File: src/rtl/core/srf_pkg.sv
// shared types and constants for the sequence replay filter
`timescale 1ns / 1ps

package srf_pkg;

  localparam int SEQ_W         = 64;
  localparam int DEPTH_DEFAULT = 32;

  // probe token walking down the cell row
  typedef struct packed {
    logic active;
    logic hit;
  } srf_probe_t;

  // one stored history entry
  typedef struct packed {
    logic             valid;
    logic [SEQ_W-1:0] data;
  } srf_entry_t;

endpackage

File: src/rtl/core/srf_cell.sv
// one history cell: holds an entry, checks the passing probe, shifts on record
`timescale 1ns / 1ps

module srf_cell import srf_pkg::*; (
  input  logic             clk,
  input  logic             rst,
  input  logic [SEQ_W-1:0] probe_seq,
  input  logic             shift_en,
  input  srf_probe_t       probe_in,
  output srf_probe_t       probe_out,
  input  srf_entry_t       entry_in,
  output srf_entry_t       entry_out
);

  srf_probe_t probe;
  srf_entry_t entry;

  always_ff @(posedge clk) begin
    if (rst) begin
      probe       <= '0;
      entry.valid <= 1'b0;
    end else begin
      probe.active <= probe_in.active;
      probe.hit    <= probe_in.hit |
                      (probe_in.active && entry.valid && (entry.data == probe_seq));
      if (shift_en) begin
        entry <= entry_in;
      end
    end
  end

  assign probe_out = probe;
  assign entry_out = entry;

endmodule

File: src/rtl/core/sequence_replay_filter_unit.sv
// anti-replay sequence window: top level with a row of history cells
// the item is registered, the probe then walks the DEPTH cells, and done is registered behind the tail
// no new item is taken while busy, that is until the probe has left the tail cell and done is shown
// a new item may be accepted in the same cycle that done is shown
// reset (rst, synchronous) empties the history and clears the highest sequence
// results cannot be stalled: done is a one-cycle strobe with replayed and highest_seq
`timescale 1ns / 1ps

module sequence_replay_filter_unit import srf_pkg::*; #(
  parameter int DEPTH = DEPTH_DEFAULT
) (
  input  logic             clk,
  input  logic             rst,
  input  logic             start,
  output logic             busy,
  input  logic             action,
  input  logic [SEQ_W-1:0] seq,
  output logic             done,
  output logic             replayed,
  output logic [SEQ_W-1:0] highest_seq
);

  // item registers, held while the probe walks the row
  logic             launch;
  logic [SEQ_W-1:0] seq_q;
  logic             action_q;
  logic             too_old_q;
  logic [SEQ_W-1:0] highest;

  logic             accept;
  logic             verdict;
  logic             shift_en;

  // probe links: link i feeds cell i, link DEPTH comes off the tail
  srf_probe_t       probe_link [DEPTH+1];
  // entry links: link i feeds cell i; the head takes the new sequence
  srf_entry_t       entry_link [DEPTH];

  assign accept = start && !busy;

  // the probe starts clean in the cycle after the item is taken
  assign probe_link[0] = '{active: launch, hit: 1'b0};
  assign entry_link[0] = '{valid: 1'b1, data: seq_q};

  // verdict is ready once the probe leaves the last cell
  assign verdict  = too_old_q | probe_link[DEPTH].hit;
  // a fresh record pushes every entry one cell down; the oldest falls off the tail
  assign shift_en = probe_link[DEPTH].active && action_q && !verdict;

  for (genvar i = 0; i < DEPTH; i++) begin : g_cell
    if (i == DEPTH - 1) begin : g_tail
      srf_cell u_cell (
        .clk       (clk),
        .rst       (rst),
        .probe_seq (seq_q),
        .shift_en  (shift_en),
        .probe_in  (probe_link[i]),
        .probe_out (probe_link[i+1]),
        .entry_in  (entry_link[i]),
        .entry_out ()
      );
    end else begin : g_body
      srf_cell u_cell (
        .clk       (clk),
        .rst       (rst),
        .probe_seq (seq_q),
        .shift_en  (shift_en),
        .probe_in  (probe_link[i]),
        .probe_out (probe_link[i+1]),
        .entry_in  (entry_link[i]),
        .entry_out (entry_link[i+1])
      );
    end
  end

  always_ff @(posedge clk) begin
    if (rst) begin
      busy    <= 1'b0;
      launch  <= 1'b0;
      done    <= 1'b0;
      highest <= '0;
    end else begin
      launch <= accept;
      done   <= 1'b0;
      if (accept) begin
        busy     <= 1'b1;
        seq_q    <= seq;
        action_q <= action;
        // too old: strictly below highest by at least the window size
        too_old_q <= (seq < highest) && ((highest - seq) >= SEQ_W'(DEPTH));
      end
      if (probe_link[DEPTH].active) begin
        busy     <= 1'b0;
        done     <= 1'b1;
        replayed <= verdict;
        if (shift_en && (seq_q > highest)) begin
          highest <= seq_q;
        end
      end
    end
  end

  assign highest_seq = highest;

endmodule

File: config.mk
export PLATFORM = sky130hd
export DESIGN_NAME = sequence_replay_filter_unit
export DESIGN_NICKNAME = d
export VERILOG_FILES = /design/src/rtl/core/srf_pkg.sv /design/src/rtl/core/srf_cell.sv /design/src/rtl/core/sequence_replay_filter_unit.sv
export SDC_FILE = /design/constraint.sdc
export NUM_CORES = 2
export LEC_CHECK = 0
export BUFFER_PORTS_ARGS = -buffer_cell sky130_fd_sc_hd__buf_2
export CORE_UTILIZATION = 50
export CTS_BUF_LIST = sky130_fd_sc_hd__clkbuf_4
export DETAILED_ROUTE_END_ITERATION = 8
export PLACE_DENSITY = 0.76
export SYNTH_ARGS = -nofsm -noshare
export SYNTH_HDL_FRONTEND = slang
export SYNTH_SLANG_ARGS = --single-unit
File: constraint.sdc
create_clock -name clk -period 123.9 [get_ports clk]
set_clock_uncertainty 0.05 [all_clocks]
set_input_delay 12.39 -clock clk [delete_from_list [all_inputs] [get_ports clk]]
set_output_delay 12.39 -clock clk [all_outputs]
set_load 0.02 [all_outputs]
Yosys cells after proc, flatten, opt, wreduce, memory -nomap -nowiden
Cells that the tools add are included.

Output and inout bits: 67. Input port bits: 68. Register bits after elaboration: 2278. Logic and storage cells: 282.

Bitwise operators: 33. Mux-type cells: 1. Magnitude comparators: 3. Reductions and logical operators: 76. Add/sub/neg operators: 1. Eq/ne operators: 32.

Operators by type and width (number): equality test 64 bit (32); logical AND 1 bit (69); greater-or-equal comparator 64 x 6 -> 1 bit (second input constant) (1); > comparator 64 bit (1); less-than comparator 64 bit (1); subtractor 64 bit (1); OR 1 bit (32); AND reduction 2 bit (4); zero test 1 bit (2); OR reduction 2 bit (1); two-way mux 1 bit (1); NOT 1 bit (1).

Logic depth before layout (Yosys ltp)
Depth after elaboration: 5. Depth in mapped cells: 18. Mapped depth without buffers: 14.

Hierarchy
A second synthesis with hierarchy kept.

Cells, all modules: 6438. Area, all modules: 98725.9 µm².

By module, submodules not included: srf_cell (cells each 163, sequential area each 1981.9 µm², area an instance 2757.6 µm², times used 32); sequence_replay_filter_unit (cells each 1222, sequential area each 3353.2 µm², area an instance 10481.3 µm², times used 1).

Worst setup path after synthesis
OpenSTA, ideal clock, no wires.

Kind: input -> register. From: input port rst. To: register g_cell[0].g_body.u_cell.entry (netlist bit g_cell[0].g_body.u_cell.entry_out[0]), enable pin. Library setup time: 4541 ps. Stages: 3. Arrival: 97507 ps. Required time: 119309 ps. Slack: 21802 ps. Path buffers: 2. Path through: clkbuf_1 clkbuf_1 nor2_1.

Longest elaborated chain between the ends: 2.

RTL lines: start: declaration (line sequence_replay_filter_unit.sv:13) `input logic rst,`; NOT 1 bit (no source line); AND reduction 2 bit (no source line); end signal: assignment (line srf_cell.sv:27) `entry <= entry_in;`; end: declaration (line srf_cell.sv:16) `srf_entry_t entry;`.

Every way passes these cells. A chain may end at the register's enable or synchronous reset.

Worst setup path after layout
From: input port rst. To: register g_cell[10].g_body.u_cell.entry (netlist bit g_cell[10].g_body.u_cell.entry_out[13]), enable pin.

Longest elaborated chain between the ends: 2.

RTL lines (line): NOT 1 bit (no source line); AND reduction 2 bit (no source line); end signal: assignment (srf_cell.sv:27); end: declaration (srf_cell.sv:16).

Every way passes these cells.

==> impl_results.md <==
* Status: finished clean
* Category of the worst setup path launch point: input pin
* Post-synthesis cell count at between 6,000 and 7,000
* Number of global-route vias before repair at 65,798
* First-pass GRT wire length at between 500,000 and 600,000 um
* Post-synth ARST share at 0
* Seq. cell area at 66,800 um^2
* Site Rows at 162
* CP Capture Type: flop
* Cts hold-fix bufs at 0
* Cell repeated most along the worst path: buf_4
* Via Count at slightly below 70,000
* Multi-input logic area at just under 30,000 um^2
* # fillers at ~16,000
* DP HPWL at 263,000 um
* CTS tree: built
* Initial antenna violation count at 22
* Placement-stage cell area at just over 100,000 um^2
* Synthesized cell area at around 99,000 um^2
* Top_reg_cell synth: edfxtp_1
* CTS Sinks at between 2,000 and 2,500
* EDFF count, synth at 2,115
* CTS clk-pin slew, worst paths at about 0.090 ns
* Data arrival, critical path at 17.34 ns
* Worst skew pair latency at 1.48 ns
* Hold Violations, Final at 0
* Flops & latches, synth at between 2,000 and 2,500
* Max-cap viol count at 0
* Top cells by area, synth: edfxtp_1, xor2_1, xnor2_1
* Final core area utilization at 0.565
* Worst hold-check path type: flop to flop
* Max-slew violation count at 0
* Initial detailed-routing violation count at 13,002
* DR WL/cell at about 37 um
* Final setup margin at 107.50 ns
* Slowest CP cell: buf_4
* Setup Fix Bufs, Post-CTS at 0
* Die Y at around 450 um
* GRT Residual Overflow at 0
* CTS max path bufs at 4
* Layout cell share with drive strength beyond 1 at 0.164
* Die area at 199,000 um^2
* Yosys warns at 0
* Setup TNS at 0 ns
* Critical path class: input pin to flop
* Pre-CTS setup slack at 106.28 ns
* # resized after CTS at 0
* WL final at 384,000 um
* Final cell count without fillers at between 10,000 and 15,000
* DR vias/cell at between 6 and 7
* Total track usage at 0.381
* Layout area overhead at 11.9%
* Inserted Clock Buffers at 600
* Nets at 7,597
* Mean Syn Cell Area at about 14 um^2
* Largest net degree at the start of global routing at between 200 and 250
* Period minus WS final at ~16 ns
* Die width at between 400 and 500 um
* Starting Density at 0.505
* Routed Antenna Nets at 0
* GP Congestion at just over 1
* Maximum vdd drop at 0.00927 mV
* Critical Path RT at between 100 and 150 ns
* Actual slew at the worst max-slew pin at 1.22 ns
* Area share of the largest cell type after synthesis at 0.644
* # IOs at 135
* P_leak at between 30 and 40 nW
* H-tree depth at 6
* Setup violators final at 0
* Slew Limit Headroom at 0.167
* Syn Nets at ~7,000
* Crit-path max FO at about 190
* First-pass DRT Iterations at 7
* Cells along the critical path: buf_6 > nor2_4 > buf_4 > buf_12 > buf_4 > buf_4
* Final period util at 0.132
* I/O Buffers at between 100 and 150
* Largest stage delay on the critical path at 1.00 ns
* Fmax at between 60 and 70 MHz
* CORE AREA at a little under 200,000 um^2
* PwrDens at roughly 14 nW/um^2
* Seq/Total Area, Yosys at 0.677
* Root Buffer: clkbuf_4
* Largest area contributor in the netlist: edfxtp_1
* Cell count after placement at between 9,000 and 10,000
* Remaining DRCs at 0
* Design Area, Final at 110,000 um^2
* Synth cell types at 90
* RSZ-0062 raised after global routing: no
==> layer usage <==
layer,vias to the layer above,routed length (um),track usage
li1,27210,-,-
met1,33480,130000,0.486
met2,6615,161000,0.547
met3,1468,63600,0.144
met4,18,28600,0.235
met5,-,164,0
==> kinds of logic after synthesis <==
logic type      share of synthesized area
compound gates                     0.0688
mux                               0.00731
fa+ha+maj                          0.0164
xor+xnor                            0.139
simple gates                       0.0659
buf+inv                            0.0258
flops                               0.677
==> power by group <==
| part | switching [mW] | total [mW] | internal [mW] |
|---|---|---|---|
| combinational | 0.0504 | 0.0690 | 0.0185 |
| clock | 0.325 | 0.670 | 0.345 |
| sequential | 0.000940 | 0.829 | 0.828 |
==> registers in the layout, indices dropped and copies added (netlist names), 2 cells and up <==
name,cells
g_cell.g_body.u_cell.entry_out,2015
g_cell.g_body.u_cell.probe_out,62
g_cell.g_tail.u_cell.entry_out,65
g_cell.g_tail.u_cell.probe_out,2
highest_seq,64
seq_q,64
==> worst paths after layout <==
kind / from / end / slack, ns / cells past startpoint
max: rst / g_cell[10].g_body.u_cell.entry_out[13] / 107.50 / 6
max reg2reg: too_old_q / g_cell[10].g_body.u_cell.entry_out[13] / 117.41 / 8
min: g_cell[3].g_body.u_cell.entry_out[42] / g_cell[4].g_body.u_cell.entry_out[42] / 0.35 / 0
min reg2reg: g_cell[3].g_body.u_cell.entry_out[42] / g_cell[4].g_body.u_cell.entry_out[42] / 0.35 / 0
==> area by class of cell <==
| class | instances | share of cell area |
|---|---|---|
| diodes | 22 | 0.000499 |
| multi-input cells | 3878 | 0.266 |
| repair buffers | 320 | 0.0200 |
| clock buffers | 885 | 0.0602 |
| clock inverters | 153 | 0.00765 |
| well taps | 2624 | 0.0297 |
| flip-flops and latches | 2278 | 0.605 |
| inverters | 322 | 0.0109 |
==> cell usage after synthesis, drive strengths merged, types with 128 or more instances <==
master / count
edfxtp: 2115
xor2: 868
xnor2: 695
nor4: 310
inv: 300
nand4: 270
clkbuf: 219
nand2: 187
nor2: 176
o22ai: 164
dfxtp: 163
a21oi: 140
ha: 128
==> critical path: cells and delay by family <==
kind / cells / cell delay (ns)
buffers and inverters: 5 / 3.73
AND/OR/NAND/NOR: 1 / 0.83
==> cell usage in the layout, fill, tap and decap left out, types with 23 or more instances in the layout <==
cell type	netlist	final
edfxtp_1	2115	2115
clkbuf_4	0	885
xor2_1	868	868
xnor2_1	695	695
nor4_1	310	310
inv_1	300	300
nand4_1	270	270
nand2_1	186	186
nor2_1	176	175
buf_4	3	175
o22ai_1	164	164
dfxtp_1	163	163
a21oi_1	135	134
buf_2	16	133
clkinv_1	22	128
ha_1	128	128
a221oi_1	118	118
o2bb2ai_1	96	96
mux2i_1	72	72
nand3_1	67	66
a22o_1	58	58
o21ai_0	56	56
nor2b_1	52	52
nor3_1	49	49
a21o_1	48	48
o21a_1	23	23
==> per-stage QoR <==
| stage | hold WS (ns) | power (mW) |
|---|---|---|
| after floorplan | 0.361 | 0.881 |
| after global placement | 0.381 | 0.910 |
| after detailed placement | 0.383 | 0.911 |
| after CTS | 0.339 | 1.57 |
| after global routing | 0.367 | 1.61 |
| final | 0.352 | 1.57 |
Note: power is estimated with default switching activity, not from simulation.
